`src/hw/rtl/assert_macros.svh`:
```
// ----------------------------------------------------------------------------
// Assertion macros
// Shared concurrent assertion helpers for the turtle command engine.
// ----------------------------------------------------------------------------
`ifndef ASSERT_MACROS_SVH
`define ASSERT_MACROS_SVH

// Implication checked on every clock edge outside reset.
`define ASSERT_IMPLY(label, clk, rst, ante, cons, msg) \
   label: assert property (@(posedge clk) disable iff (rst) (ante) |-> (cons)) \
      else $error(msg);

// Implication checked in the cycle after the antecedent.
`define ASSERT_NEXT(label, clk, rst, ante, cons, msg) \
   label: assert property (@(posedge clk) disable iff (rst) (ante) |=> (cons)) \
      else $error(msg);

`endif

```
`src/hw/rtl/tce_pkg.sv`:
```
// ----------------------------------------------------------------------------
// Turtle command engine package
// Types, codes, constants and tables shared by the engine modules.
// ----------------------------------------------------------------------------
package tce_pkg;

   localparam int StackDepth = 64;
   localparam int CordicSteps = 30;
   localparam logic [31:0] CordicGain = 32'd652032874;
   localparam logic [15:0] TurnReset = 16'd21845;
   localparam logic [31:0] LengthReset = 32'd4718592;
   localparam int QueueDepth = 2;

   typedef enum logic [3:0] {
      OP_BEGIN = 4'd0, OP_DRAW = 4'd1, OP_MOVE = 4'd2, OP_TURN_PLUS = 4'd3,
      OP_TURN_MINUS = 4'd4, OP_PUSH = 4'd5, OP_POP = 4'd6, OP_COLOR_UP = 4'd7,
      OP_COLOR_DOWN = 4'd8, OP_SET_COLOR = 4'd9, OP_MUL = 4'd10, OP_DIV = 4'd11,
      OP_MUL_SQRT = 4'd12, OP_DIV_SQRT = 4'd13, OP_FLIP = 4'd14, OP_REVERSE = 4'd15
   } opcode_type;

   typedef enum logic [2:0] {
      KIND_SEGMENT = 3'd0, KIND_COLOR = 3'd1, KIND_ZERO_DIV = 3'd2,
      KIND_OVERFLOW = 3'd3, KIND_EMPTY_POP = 3'd4
   } result_kind_type;

   typedef enum logic [0:0] {
      CSR_TURN_ANGLE = 1'd0, CSR_INITIAL_LENGTH = 1'd1
   } csr_index_type;

   typedef struct packed {
      logic [3:0]  opcode;
      logic [7:0]  color_count;
      logic [31:0] scale_value;
   } req_type;

   typedef struct packed {
      logic [2:0]         result_kind;
      logic signed [31:0] x_start;
      logic signed [31:0] y_start;
      logic signed [31:0] x_end;
      logic signed [31:0] y_end;
      logic [7:0]         red;
      logic [7:0]         green;
      logic [7:0]         blue;
   } rsp_type;

   // classified command handed from front to back
   typedef struct packed {
      opcode_type  op;
      logic [7:0]  color_count;
      logic [31:0] scale_value;
      logic        zero_scale;
   } cmd_type;

   function automatic logic [31:0] atan_entry(input logic [4:0] idx);
      logic [31:0] v;
      case (idx)
         5'd0: v = 32'd536870912;  5'd1: v = 32'd316933406;
         5'd2: v = 32'd167458907;  5'd3: v = 32'd85004756;
         5'd4: v = 32'd42667331;   5'd5: v = 32'd21354465;
         5'd6: v = 32'd10679838;   5'd7: v = 32'd5340245;
         5'd8: v = 32'd2670163;    5'd9: v = 32'd1335087;
         5'd10: v = 32'd667544;    5'd11: v = 32'd333772;
         5'd12: v = 32'd166886;    5'd13: v = 32'd83443;
         5'd14: v = 32'd41722;     5'd15: v = 32'd20861;
         5'd16: v = 32'd10430;     5'd17: v = 32'd5215;
         5'd18: v = 32'd2608;      5'd19: v = 32'd1304;
         5'd20: v = 32'd652;       5'd21: v = 32'd326;
         5'd22: v = 32'd163;       5'd23: v = 32'd81;
         5'd24: v = 32'd41;        5'd25: v = 32'd20;
         5'd26: v = 32'd10;        5'd27: v = 32'd5;
         5'd28: v = 32'd3;         5'd29: v = 32'd1;
         default: v = 32'd0;
      endcase
      return v;
   endfunction

   localparam logic [23:0] PaletteRgb [256] = '{
      24'hb8870b, 24'hb38a0a, 24'hae8d0a, 24'ha9900a, 24'ha49309, 24'h9f9709, 24'h9a9a09,
      24'h959d08, 24'h90a008, 24'h8ba408, 24'h86a708, 24'h81aa07, 24'h7cad07, 24'h77b107,
      24'h72b406, 24'h6db706, 24'h68ba06, 24'h63be05, 24'h5ec105, 24'h59c405, 24'h54c705,
      24'h4fcb04, 24'h4ace04, 24'h45d104, 24'h40d403, 24'h3bd803, 24'h36db03, 24'h31de02,
      24'h2ce102, 24'h27e502, 24'h22e802, 24'h1deb01, 24'h18ee01, 24'h13f201, 24'h0ef500,
      24'h09f800, 24'h04fb00, 24'h00ff00, 24'h01fa06, 24'h03f60c, 24'h05f212, 24'h07ee18,
      24'h08ea1e, 24'h0ae624, 24'h0ce22a, 24'h0ede30, 24'h0fda36, 24'h11d63c, 24'h13d242,
      24'h15ce48, 24'h16ca4f, 24'h18c655, 24'h1ac25b, 24'h1cbe61, 24'h1dba67, 24'h1fb66d,
      24'h21b173, 24'h23ad79, 24'h24a97f, 24'h26a585, 24'h28a18b, 24'h2a9d91, 24'h2b9998,
      24'h2d959e, 24'h2f91a4, 24'h318daa, 24'h3289b0, 24'h3485b6, 24'h3681bc, 24'h387dc2,
      24'h3979c8, 24'h3b75ce, 24'h3d71d4, 24'h3f6dda, 24'h4169e1, 24'h4166de, 24'h4163db,
      24'h4160d9, 24'h425dd6, 24'h425ad4, 24'h4257d1, 24'h4355cf, 24'h4352cc, 24'h434fc9,
      24'h434cc7, 24'h4449c4, 24'h4446c2, 24'h4444bf, 24'h4541bd, 24'h453eba, 24'h453bb7,
      24'h4638b5, 24'h4635b2, 24'h4633b0, 24'h4630ad, 24'h472dab, 24'h472aa8, 24'h4727a5,
      24'h4824a3, 24'h4822a0, 24'h481f9e, 24'h491c9b, 24'h491999, 24'h491696, 24'h491393,
      24'h4a1191, 24'h4a0e8e, 24'h4a0b8c, 24'h4b0889, 24'h4b0587, 24'h4b0284, 24'h4c0082,
      24'h500384, 24'h540787, 24'h590a8a, 24'h5d0e8d, 24'h611190, 24'h661593, 24'h6a1896,
      24'h6f1c99, 24'h731f9c, 24'h77239f, 24'h7c26a2, 24'h802aa5, 24'h842da7, 24'h8931aa,
      24'h8d34ad, 24'h9238b0, 24'h963bb3, 24'h9a3fb6, 24'h9f42b9, 24'ha346bc, 24'ha749bf,
      24'hac4dc2, 24'hb050c5, 24'hb554c8, 24'hb957ca, 24'hbd5bcd, 24'hc25ed0, 24'hc662d3,
      24'hca65d6, 24'hcf69d9, 24'hd36cdc, 24'hd870df, 24'hdc73e2, 24'he077e5, 24'he57ae8,
      24'he97eeb, 24'hee82ee, 24'hee7ee7, 24'hee7ae0, 24'hef77da, 24'hef73d3, 24'hf06fcc,
      24'hf06cc6, 24'hf168bf, 24'hf165b9, 24'hf261b2, 24'hf25dab, 24'hf35aa5, 24'hf3569e,
      24'hf45398, 24'hf44f91, 24'hf54b8a, 24'hf54884, 24'hf6447d, 24'hf64177, 24'hf63d70,
      24'hf73969, 24'hf73663, 24'hf8325c, 24'hf82e55, 24'hf92b4f, 24'hf92748, 24'hfa2442,
      24'hfa203b, 24'hfb1c34, 24'hfb192e, 24'hfc1527, 24'hfc1221, 24'hfd0e1a, 24'hfd0a13,
      24'hfe070d, 24'hfe0306, 24'hff0000, 24'hff0400, 24'hff0900, 24'hff0d00, 24'hff1200,
      24'hff1700, 24'hff1b00, 24'hff2000, 24'hff2400, 24'hff2900, 24'hff2e00, 24'hff3200,
      24'hff3700, 24'hff3b00, 24'hff4000, 24'hff4500, 24'hff4900, 24'hff4e00, 24'hff5300,
      24'hff5700, 24'hff5c00, 24'hff6000, 24'hff6500, 24'hff6a00, 24'hff6e00, 24'hff7300,
      24'hff7700, 24'hff7c00, 24'hff8100, 24'hff8500, 24'hff8a00, 24'hff8e00, 24'hff9300,
      24'hff9800, 24'hff9c00, 24'hffa100, 24'hffa600, 24'hfda500, 24'hfba400, 24'hf9a300,
      24'hf7a201, 24'hf5a101, 24'hf3a001, 24'hf19f02, 24'hef9f02, 24'hed9e02, 24'heb9d03,
      24'he99c03, 24'he79b03, 24'he59a03, 24'he39904, 24'he19904, 24'hdf9804, 24'hdd9705,
      24'hdb9605, 24'hd99505, 24'hd79406, 24'hd59306, 24'hd39306, 24'hd19207, 24'hcf9107,
      24'hcd9007, 24'hcb8f07, 24'hc98e08, 24'hc78d08, 24'hc58d08, 24'hc38c09, 24'hc18b09,
      24'hbf8a09, 24'hbd890a, 24'hbb880a, 24'hb9870a
   };

endpackage

```
`src/hw/rtl/tce_front.sv`:
```
// ----------------------------------------------------------------------------
// Turtle command front end
// Accepts request items, classifies them and queues them for the back end.
// ----------------------------------------------------------------------------
module tce_front (
   input  logic               clock,
   input  logic               reset,
   input  logic               req_valid,
   output logic               req_ready,
   input  tce_pkg::req_type   req_data,
   output logic               cmd_valid,
   input  logic               cmd_ready,
   output tce_pkg::cmd_type   cmd_data
);

   localparam int QW = $clog2(tce_pkg::QueueDepth);

   tce_pkg::cmd_type        queue_ff [tce_pkg::QueueDepth];
   logic [QW-1:0]           wr_ptr_ff, wr_ptr_in, rd_ptr_ff, rd_ptr_in;
   logic [QW:0]             count_ff, count_in;
   tce_pkg::cmd_type        cmd_new;
   logic                    push, pop;

   assign req_ready = (count_ff != (QW+1)'(tce_pkg::QueueDepth)) ? 1'b1 : 1'b0;
   assign push = req_valid && req_ready;
   assign pop = cmd_valid && cmd_ready;
   assign cmd_valid = (count_ff != '0);
   assign cmd_data = queue_ff[rd_ptr_ff];

   always_comb begin
      cmd_new.op = tce_pkg::opcode_type'(req_data.opcode);
      cmd_new.color_count = req_data.color_count;
      cmd_new.scale_value = req_data.scale_value;
      cmd_new.zero_scale = (req_data.scale_value == 32'd0);
      wr_ptr_in = push ? QW'(wr_ptr_ff + 1'b1) : wr_ptr_ff;
      rd_ptr_in = pop ? QW'(rd_ptr_ff + 1'b1) : rd_ptr_ff;
      count_in = (QW+1)'(count_ff + {{QW{1'b0}}, push} - {{QW{1'b0}}, pop});
   end

   always_ff @(posedge clock) begin
      if (reset) begin
         wr_ptr_ff <= '0;
         rd_ptr_ff <= '0;
         count_ff <= '0;
      end else begin
         wr_ptr_ff <= wr_ptr_in;
         rd_ptr_ff <= rd_ptr_in;
         count_ff <= count_in;
      end
   end

   always_ff @(posedge clock) begin
      if (push) begin
         queue_ff[wr_ptr_ff] <= cmd_new;
      end
   end

endmodule

```
`config.mk`:
```
export PLATFORM = sky130hd
export DESIGN_NAME = tce_front
export DESIGN_NICKNAME = d
export VERILOG_FILES = /design/src/hw/rtl/assert_macros.svh /design/src/hw/rtl/tce_pkg.sv /design/src/hw/rtl/tce_front.sv
export SDC_FILE = /design/constraint.sdc
export NUM_CORES = 1
export LEC_CHECK = 0
export BUFFER_PORTS_ARGS = -buffer_cell sky130_fd_sc_hd__buf_2
export CELL_PAD_IN_SITES_DETAIL_PLACEMENT = 1
export CELL_PAD_IN_SITES_GLOBAL_PLACEMENT = 1
export CORE_MARGIN = 5
export CORE_UTILIZATION = 43
export CTS_CLUSTER_SIZE = 28
export DETAILED_ROUTE_END_ITERATION = 6
export PLACE_DENSITY_LB_ADDON = 0.05
export SLEW_MARGIN = 20
export SYNTH_ARGS = -nofsm -noshare
export SYNTH_HDL_FRONTEND = slang
export SYNTH_SLANG_ARGS = --single-unit
```
`constraint.sdc`:
```
create_clock -name clock -period 2.4 [get_ports clock]
set_input_delay 0.24 -clock clock [delete_from_list [all_inputs] [get_ports clock]]
set_output_delay 0.24 -clock clock [all_outputs]
set_load 0.05 [all_outputs]
```
After elaboration in Yosys (flattened, before gate mapping)
Memories as Yosys holds them, arrays and structs flattened. A register that Yosys moved wholly into a read port is not among the register bits.
Index checks and enable logic that the tools add are counted.
{ "word_totals": {"ff_bits": 4, "ramBits": 90, "input_bits": 48, "output_inout_bits": 47, "wordCells": 18, "mem_count": 1} }
{ "classes": {"addsub": 4, "eq_ne": 1, "muxes": 5, "n_reduce_logical": 4} }
{ "mem_list": {"columns": ["memory", "depth", "width", "read_ports", "rd_ports_with_merged_regs", "write_ports", "line_no", "source"], "rows": [
  ["queue_ff", 2, 45, 1, 1, 1, "tce_front.sv:18", "tce_pkg::cmd_type queue_ff [tce_pkg::QueueDepth];"]
]} }
{ "ops": {"columns": ["cell", "count"], "rows": [
  ["$logic_not 32->1", 1],
  ["$mux 1", 5],
  ["$add 1x1->1 const B", 2],
  ["$add 2x1->2", 1],
  ["$logic_and 1x1->1", 2],
  ["$ne 2x2->1 const B", 1],
  ["$reduce_bool 2->1", 1],
  ["$sub 2x1->2", 1]
]} }

Longest topological paths before layout
Gate-level depths: netlist of run 1.
{ "logic_depth": {"depth_word": 5, "ltp_mapped": 6, "mapped_depth_nobuf": 6} }

Least setup slack after synthesis of run 1
Ideal clock, no wire load.
{ "synth_timing": {"kind": "register to register", "from": "reg count_ff[0]", "to": "mem queue_ff[1][0] in the netlist's numbering, enable pin", "setup_ps": 407, "arrival_time_ps": 2125, "required_ps": 1993, "setup_slack_ps": -132, "stages_incl_launch_ff": 3, "n_path_buf": 0, "period_less_slack_ps": 2532, "cell_sequence": "dfxtp_1 > nand2b_1 > and3_1"} }
{ "synth_between": {"elab_chain_len": 5} }
{ "synth_lines": {"columns": ["element", "line_no", "source"], "rows": [
  ["start: declaration", "tce_front.sv:20", "logic [QW:0] count_ff, count_in;"],
  ["start signal: assignment", "tce_front.sv:48", "count_ff <= count_in;"],
  ["$ne 2x2->1", "tce_front.sv:24", "assign req_ready = (count_ff != (QW+1)'(tce_pkg::QueueDepth)) ? 1'b1 : 1'b0;"],
  ["$mux 1", "tce_front.sv:24", null],
  ["via req_ready", "tce_front.sv:9", "output logic req_ready,"],
  ["$logic_and 1x1->1", "tce_front.sv:25", "assign push = req_valid && req_ready;"],
  ["$mux 1", "tce_front.sv:53", "if (push) begin"],
  ["$mux 1 (implied by the code)", "tce_front.sv:54", "queue_ff[wr_ptr_ff] <= cmd_new;"],
  ["end: declaration", "tce_front.sv:18", null]
]} }
The timed path passes the listed nets, and every way through them passes these cells.

==> impl_metrics.ini, run 1 <==
[die]
coreArea_mm2 = 0.00813
dieArea_mm2 = 0.0102
start_util_pct = 43.7
die_x_um = 101
die_h_um = 101
rows = 33
io_pins = 95

[detailed_routing]
vias_per_cell = 4.94
wl_per_cell_um = 17.1
ant_nets = 0
drcViolationCount = 0
first_pass_iters = 4
num_vias = 1942
finalWirelength_mm = 6.72
drt_iter0_drc = 44

[clock_tree]
cts_tree = built
clockBufferDepth = 2
post_cts_resized = 0
root_buffer = clkbuf_8
path_clk_slew_ns = 0.08
ctsHtreeMaxLevel = 3
cts_setup_buffers = 0
cts_buffers = 9
clk_latency_ns = 0.34
cts_sinks = 95
ctsHoldBuffers = 0

[cells_and_area]
insertedDiodeCount = 0
final_cell_mix = 94 x buf_2, 90 x edfxtp_1, 45 x mux2_2
final_cell_area_mm2 = 0.00440
drive_gt1_share_pct = 55.6
final_common_cell = buf_2
area_growth_pct = 23.5
final_net_count = 333

[sta]
slew_headroom_pct = 72.2
rsz0062_at_grt = no
skew_ns = 0.00722
fin_tns_setup_ns = 0
tightestPinTransition_ns = 0.413
min_period_ns = 1.79
finalHoldViolCount = 0
period_share_pct = 74.7
fmax_mhz = 558
whs_ns = 0.0853
setup_viol = 0
drv_slew = 0

[grt]
track_usage_pct = 13.6
grt_pass1_vias = 2063
grt-ovfl-total = 0
grt_pass1_wl_mm = 10.4
antenna_found_initial = 0
grt_max_degree = 46

[status]
status = complete, no violations

[setup_path]
crit_required_ns = 2.16
critical_path_arrival_ns = 1.55
path_class = flop to primary output
slowest_stage = mux2_2
slowest_delay_ns = 0.38
end_kind = primary output
r2r_setup_slack_ns = 0.74
cp_max_fo = 45
worstPathCellList = buf_12 > mux2_2 > buf_2
cp-start-kind = flop

[logic_synthesis]
ys_ff_latch = 95
avgSynthCellArea_um2 = 19.8
netlist_top_cells_area = edfxtp_1 76%, mux2_2 14%, dfxtp_1 2.8%, nor4_1 1.4%, buf_2 0.70%
postSynthCellCount = 180
yosys.area.top_type = edfxtp_1
synth_nets = 229
yosysUniqueCellTypes = 24
synth.yosys.warnings = 0
synth_top_area_share_pct = 75.9
synth_seq_area_share_pct = 78.8
synthesis.area_mm2 = 0.00356

[worst_hold_path]
hold_path.class = input pin to flop

[power_and_ir_drop]
vdd_drop_max_uv = 480
power.density_mw_per_mm2 = 1060
p_leak_nw = 1.63

[placement]
placed_area_mm2 = 0.00419
place_congestion = 0.753
hpwl_mm = 4.63
io_buffers = 94

[run]
maxCapViolCount = 0
worst max-delay path, delay by kind of cell, from the launching register on:
kind / cells / cell delay [ns]
muxes: 1 / 0.38
DFF: 1 / 0.35
buffers and inverters: 2 / 0.44
state kept, by name, indices dropped and copies added (netlist names), named ones only:
| name | flops |
|---|---|
| rd_ptr_ff | 1 |
| wr_ptr_ff | 1 |
| queue_ff | 90 |
| count_ff | 2 |
power breakdown:
group	internal [mW]	switching, mW	leakage [nW]	total (mW)
clock network	0.579	0.498	0.0971	1.08
registers	2.01	0.0545	0.885	2.07
logic	0.441	1.09	0.643	1.53
per-stage QoR:
stage	total power, mW	instances	worst slack (ns)	utilization [%]
final	4.67	393	0.607	54.0
after global routing	4.90	393	0.534	54.0
after CTS	4.75	393	0.569	54.0
after detailed placement	3.66	378	0.715	51.5
after global placement	3.65	378	0.740	51.5
after floorplan	3.29	180	0.0342	-
layer usage:
metal	track usage, %	routed length [µm]
met3	3.67	430
met4	5.83	113
met5	0	0
met2	24.0	3480
met1	15.5	2690
synth_stat cells:
cell type  instances
mux2_2            45
and3_1             1
a211oi_1           1
a21bo_1            1
nor2b_1            2
a32oi_1            1
dfxtp_1            5
and2b_1            1
xor2_1             1
or2_2              1
inv_1              1
nor2_1             6
o21ai_0            2
edfxtp_1          90
a21oi_1            1
nand4_1            2
nand3b_1           1
buf_2              5
ha_1               1
nand3_1            1
nand2b_1           1
nor4_1             8
a21bo_2            1
mux2_1             1
cell families after synthesis:
kind of cell             count (synthesis)  synth area share, %
adder cells (fa/ha/maj)                  1                0.352
AND/OR/NAND/NOR                         24                 3.83
XOR/XNOR                                 1                0.246
AO/OA/AOI/OAI                            7                 1.44
flip-flops                              95                 78.8
multiplexers                            46                 14.6
buffers and inverters                    6                0.809
final timing paths:
kind,startpoint,end,depth (start not counted)
worst max-delay path,flop,cmd_data[13],3
worst max register to register,count_ff[0]$_SDFF_PP0_,queue_ff[0][1]$_DFFE_PP_,4
worst min-delay path,req_data[43],queue_ff[1][44]$_DFFE_PP_,1
worst min register to register,rd_ptr_ff$_SDFFE_PP0P_,rd_ptr_ff$_SDFFE_PP0P_,2
layout make-up:
type,instances,area (µm²)
Inverter,1,3.75
Clock inverter,4,71.3
Sequential cell,95,2800
Fill cell,794,3740
Timing Repair Buffer,98,526
Multi-Input combinational cell,79,728
Tap cell,105,131
Clock buffer,11,131
Power figures use the tool's default switching activity.
==> inputs of run 2 (changes only) <==
--- a/config.mk
+++ b/config.mk
@@ -5,11 +5,12 @@
 export SDC_FILE = /design/constraint.sdc
 export NUM_CORES = 1
 export LEC_CHECK = 0
+export ABC_AREA = 1
 export BUFFER_PORTS_ARGS = -buffer_cell sky130_fd_sc_hd__buf_2
 export CELL_PAD_IN_SITES_DETAIL_PLACEMENT = 1
 export CELL_PAD_IN_SITES_GLOBAL_PLACEMENT = 1
 export CORE_MARGIN = 5
-export CORE_UTILIZATION = 43
+export CORE_UTILIZATION = 44
 export CTS_CLUSTER_SIZE = 28
 export DETAILED_ROUTE_END_ITERATION = 6
 export PLACE_DENSITY_LB_ADDON = 0.05
==> constraint.sdc (replaced) <==
create_clock -name clock -period 1.9 [get_ports clock]
set_input_delay 0.19 -clock clock [delete_from_list [all_inputs] [get_ports clock]]
set_output_delay 0.19 -clock clock [all_outputs]
set_load 0.05 [all_outputs]
==> run 2 against run 1 <==
  * Sequential cell count unchanged
  * Synthesized area up 7.0%
  * Via count up 5.5%
  * First-iteration DRC count down 9.1%
  * Design area up 5.9%
  * Register-to-register slack worse by 0.31 ns
  * Clock power up 17%
  * Final cell count up 9.4%
  * Count of clock-buffer cells in the layout down 1
  * Worst hold slack worse by 0.062 ns
  * Largest power group unchanged
==> impl_metrics.ini, run 2 <==
[logic_synthesis]
synth_nets = 256
avgSynthCellArea_um2 = 18.4
synth_top_area_share_pct = 71.0
yosysUniqueCellTypes = 16
netlist_top_cells_area = edfxtp_1 71%, mux2_4 16%, nor2_1 2.9%, dfxtp_1 2.6%, buf_12 2.1%
postSynthCellCount = 207
yosys.area.top_type = edfxtp_1
synth_seq_area_share_pct = 73.6
synth_commonest_cells = 90 x edfxtp_1, 40 x mux2_4, 29 x nor2_1
synth_edf_count = 90
synthesis.area_mm2 = 0.00381
ys_async_sr_fraction_pct = 0
yosysMostFrequentCell = edfxtp_1
synth.yosys.warnings = 0
synth-main-ff-cell = edfxtp_1
ys_ff_latch = 95

[setup_path]
cp_max_fo = 34
critical_path_arrival_ns = 1.54
end_kind = primary output
cp-start-kind = flop
crit_required_ns = 1.71
crit-reg2reg-launch = count_ff[1]$_SDFF_PP0_
path_class = flop to primary output

[cells_and_area]
insertedDiodeCount = 0
final_common_cell = buf_2
top_regs = queue_ff x90, count_ff x2
seqCellArea_mm2 = 0.00280
drive_gt1_share_pct = 50.6
top_register = queue_ff
num-fill-cells = 833
stdcell_count = 430
multi_input_area_um2 = 906
final_cell_mix = 94 x buf_2, 90 x edfxtp_1, 40 x mux2_4
final_net_count = 366
final_cell_area_mm2 = 0.00466
largest_register_ffs = 90
area_growth_pct = 22.3

[grt]
grt_pass1_wl_mm = 10.6
track_usage_pct = 13.5
met1_usage_pct = 15.7
met3_usage_pct = 3.65
grt_max_degree = 46
busiest_layer = met2
grt_pass1_vias = 2216
antenna_found_initial = 0
grt-ovfl-total = 0
use_met2_pct = 23.3

[power_and_ir_drop]
seqPwrFrac_pct = 41.3
p_clk_share_pct = 18.9
internal_power_mw = 4.11
power.density_mw_per_mm2 = 1430
vdd_drop_max_uv = 730
p_sw_share_pct = 38.4
p_leak_nw = 1.83
combPwrFrac_pct = 39.8
p_switching_mw = 2.56

[sta]
tightestPinTransition_ns = 0.268
setup_viol = 0
finalHoldViolCount = 0
min_period_ns = 1.73
fin_tns_setup_ns = 0
fmax_mhz = 578
slew_headroom_pct = 82.1
skew_ns = 0.00706
drv_slew = 0
rsz0062_at_grt = no
period_share_pct = 91.1

[clock_tree]
cts_setup_buffers = 0
cts_sinks = 95
cts_tree = built
root_buffer = clkbuf_8
cts_buffers = 9
clockBufferDepth = 2
clk_latency_ns = 0.34
path_clk_slew_ns = 0.09
ctsHtreeMaxLevel = 3

[status]
status = complete, no violations

[detailed_routing]
drt_iter0_drc = 40
drcViolationCount = 0
vias_per_cell = 4.76
wl_per_cell_um = 15.8
ant_nets = 0
first_pass_iters = 4
num_vias = 2048
finalWirelength_mm = 6.81

[die]
die_h_um = 103
io_pins = 95
coreArea_mm2 = 0.00859
die_x_um = 103
start_util_pct = 44.3
dieArea_mm2 = 0.0106
rows = 34

[placement]
placed_area_mm2 = 0.00442
place_congestion = 0.675
hpwl_mm = 4.71
io_buffers = 94
dp.cells = 409

[worst_hold_path]
hp-start = req_data[38]
hold_path.class = input pin to flop

[run]
maxCapViolCount = 0
## run 2: cell count changes in the layout (fill, tap and decap cells not counted), sizes merged, moves of 2 or more
| cell | previous run | this run |
|---|---|---|
| nor2 | 6 | 30 |
| nand2 | 0 | 18 |
| inv | 1 | 9 |
| nor4 | 8 | 0 |
| dlygate4sd3 | 0 | 5 |
| a21bo | 2 | 0 |
| clkinv | 1 | 3 |
| nand4 | 2 | 0 |
| nor2b | 2 | 0 |
| o21ai | 2 | 0 |
## run 2: area by class of cell
cell class	count	share of cell area [%]
clock buffer	10	2.74
clock inverter	6	1.26
inverter	8	0.645
multi-input combinational	99	19.5
sequential	95	60.2
tap	108	2.90
timing repair buffer	104	12.8
## run 2: power groups by stage
stage | Clock, mW | Sequential, mW | Combinational [mW]
6_report | 1.26 | 2.75 | 2.66
2_1_floorplan | 0 | 2.77 | 2.23
3_3_place_gp | 0 | 2.79 | 2.67
3_5_place_dp | 0 | 2.81 | 2.69
4_1_cts | 1.31 | 2.76 | 2.70
5_1_grt | 1.42 | 2.78 | 2.81
## run 2: what timing repair did
action / 4_1_cts / 5_1_grt
hold buffers: 2 / 3
endpoints found under the hold margin: 3 / 5
gates resized for setup: 0 / 0
## run 2: worst paths after layout
check        slack [ns]  cells past startpoint                   endpoint
max                0.17                      3               cmd_data[36]
min                0.02                      1  queue_ff[1][39]$_DFFE_PP_
max reg2reg        0.43                      9     count_ff[1]$_SDFF_PP0_
min reg2reg        0.53                      2     rd_ptr_ff$_SDFFE_PP0P_
## run 2: worst max-delay path, cell delays in order (launching register included)
cell and delay (ns):
dfxtp_2 0.35, buf_12 0.26, mux2_2 0.36, buf_2 0.21
## run 2: routing by layer
metal	vias to the layer above	share of wire, %
li1	979	-
met1	1001	39
met2	58	53
met3	10	6.1
met4	0	1.6
met5	-	0
## run 2: cell families (layout without fill, tap and decap cells)
| group | Yosys count | count (layout) | synth area share, % |
|---|---|---|---|
| xor+xnor | 1 | 1 | 0.230 |
| flops | 95 | 95 | 73.6 |
| simple gates | 50 | 50 | 5.13 |
| fa+ha+maj | 1 | 1 | 0.329 |
| mux | 45 | 45 | 17.3 |
| compound gates | 2 | 2 | 0.263 |
| buf+inv | 13 | 128 | 3.19 |
## run 2: through the flow
stage | worst slack, ns | hold slack (ns) | utilization, % | total power [mW]
6_report | 0.169 | 0.0233 | 54.2 | 6.67
3_3_place_gp | 0.495 | 0.377 | 51.4 | 5.46
5_1_grt | 0.0854 | -0.00366 | 54.2 | 7.01
4_1_cts | 0.121 | 0.00000458 | 53.8 | 6.77
2_1_floorplan | 0.0704 | 0.261 | - | 5.00
3_5_place_dp | 0.401 | 0.382 | 51.4 | 5.50
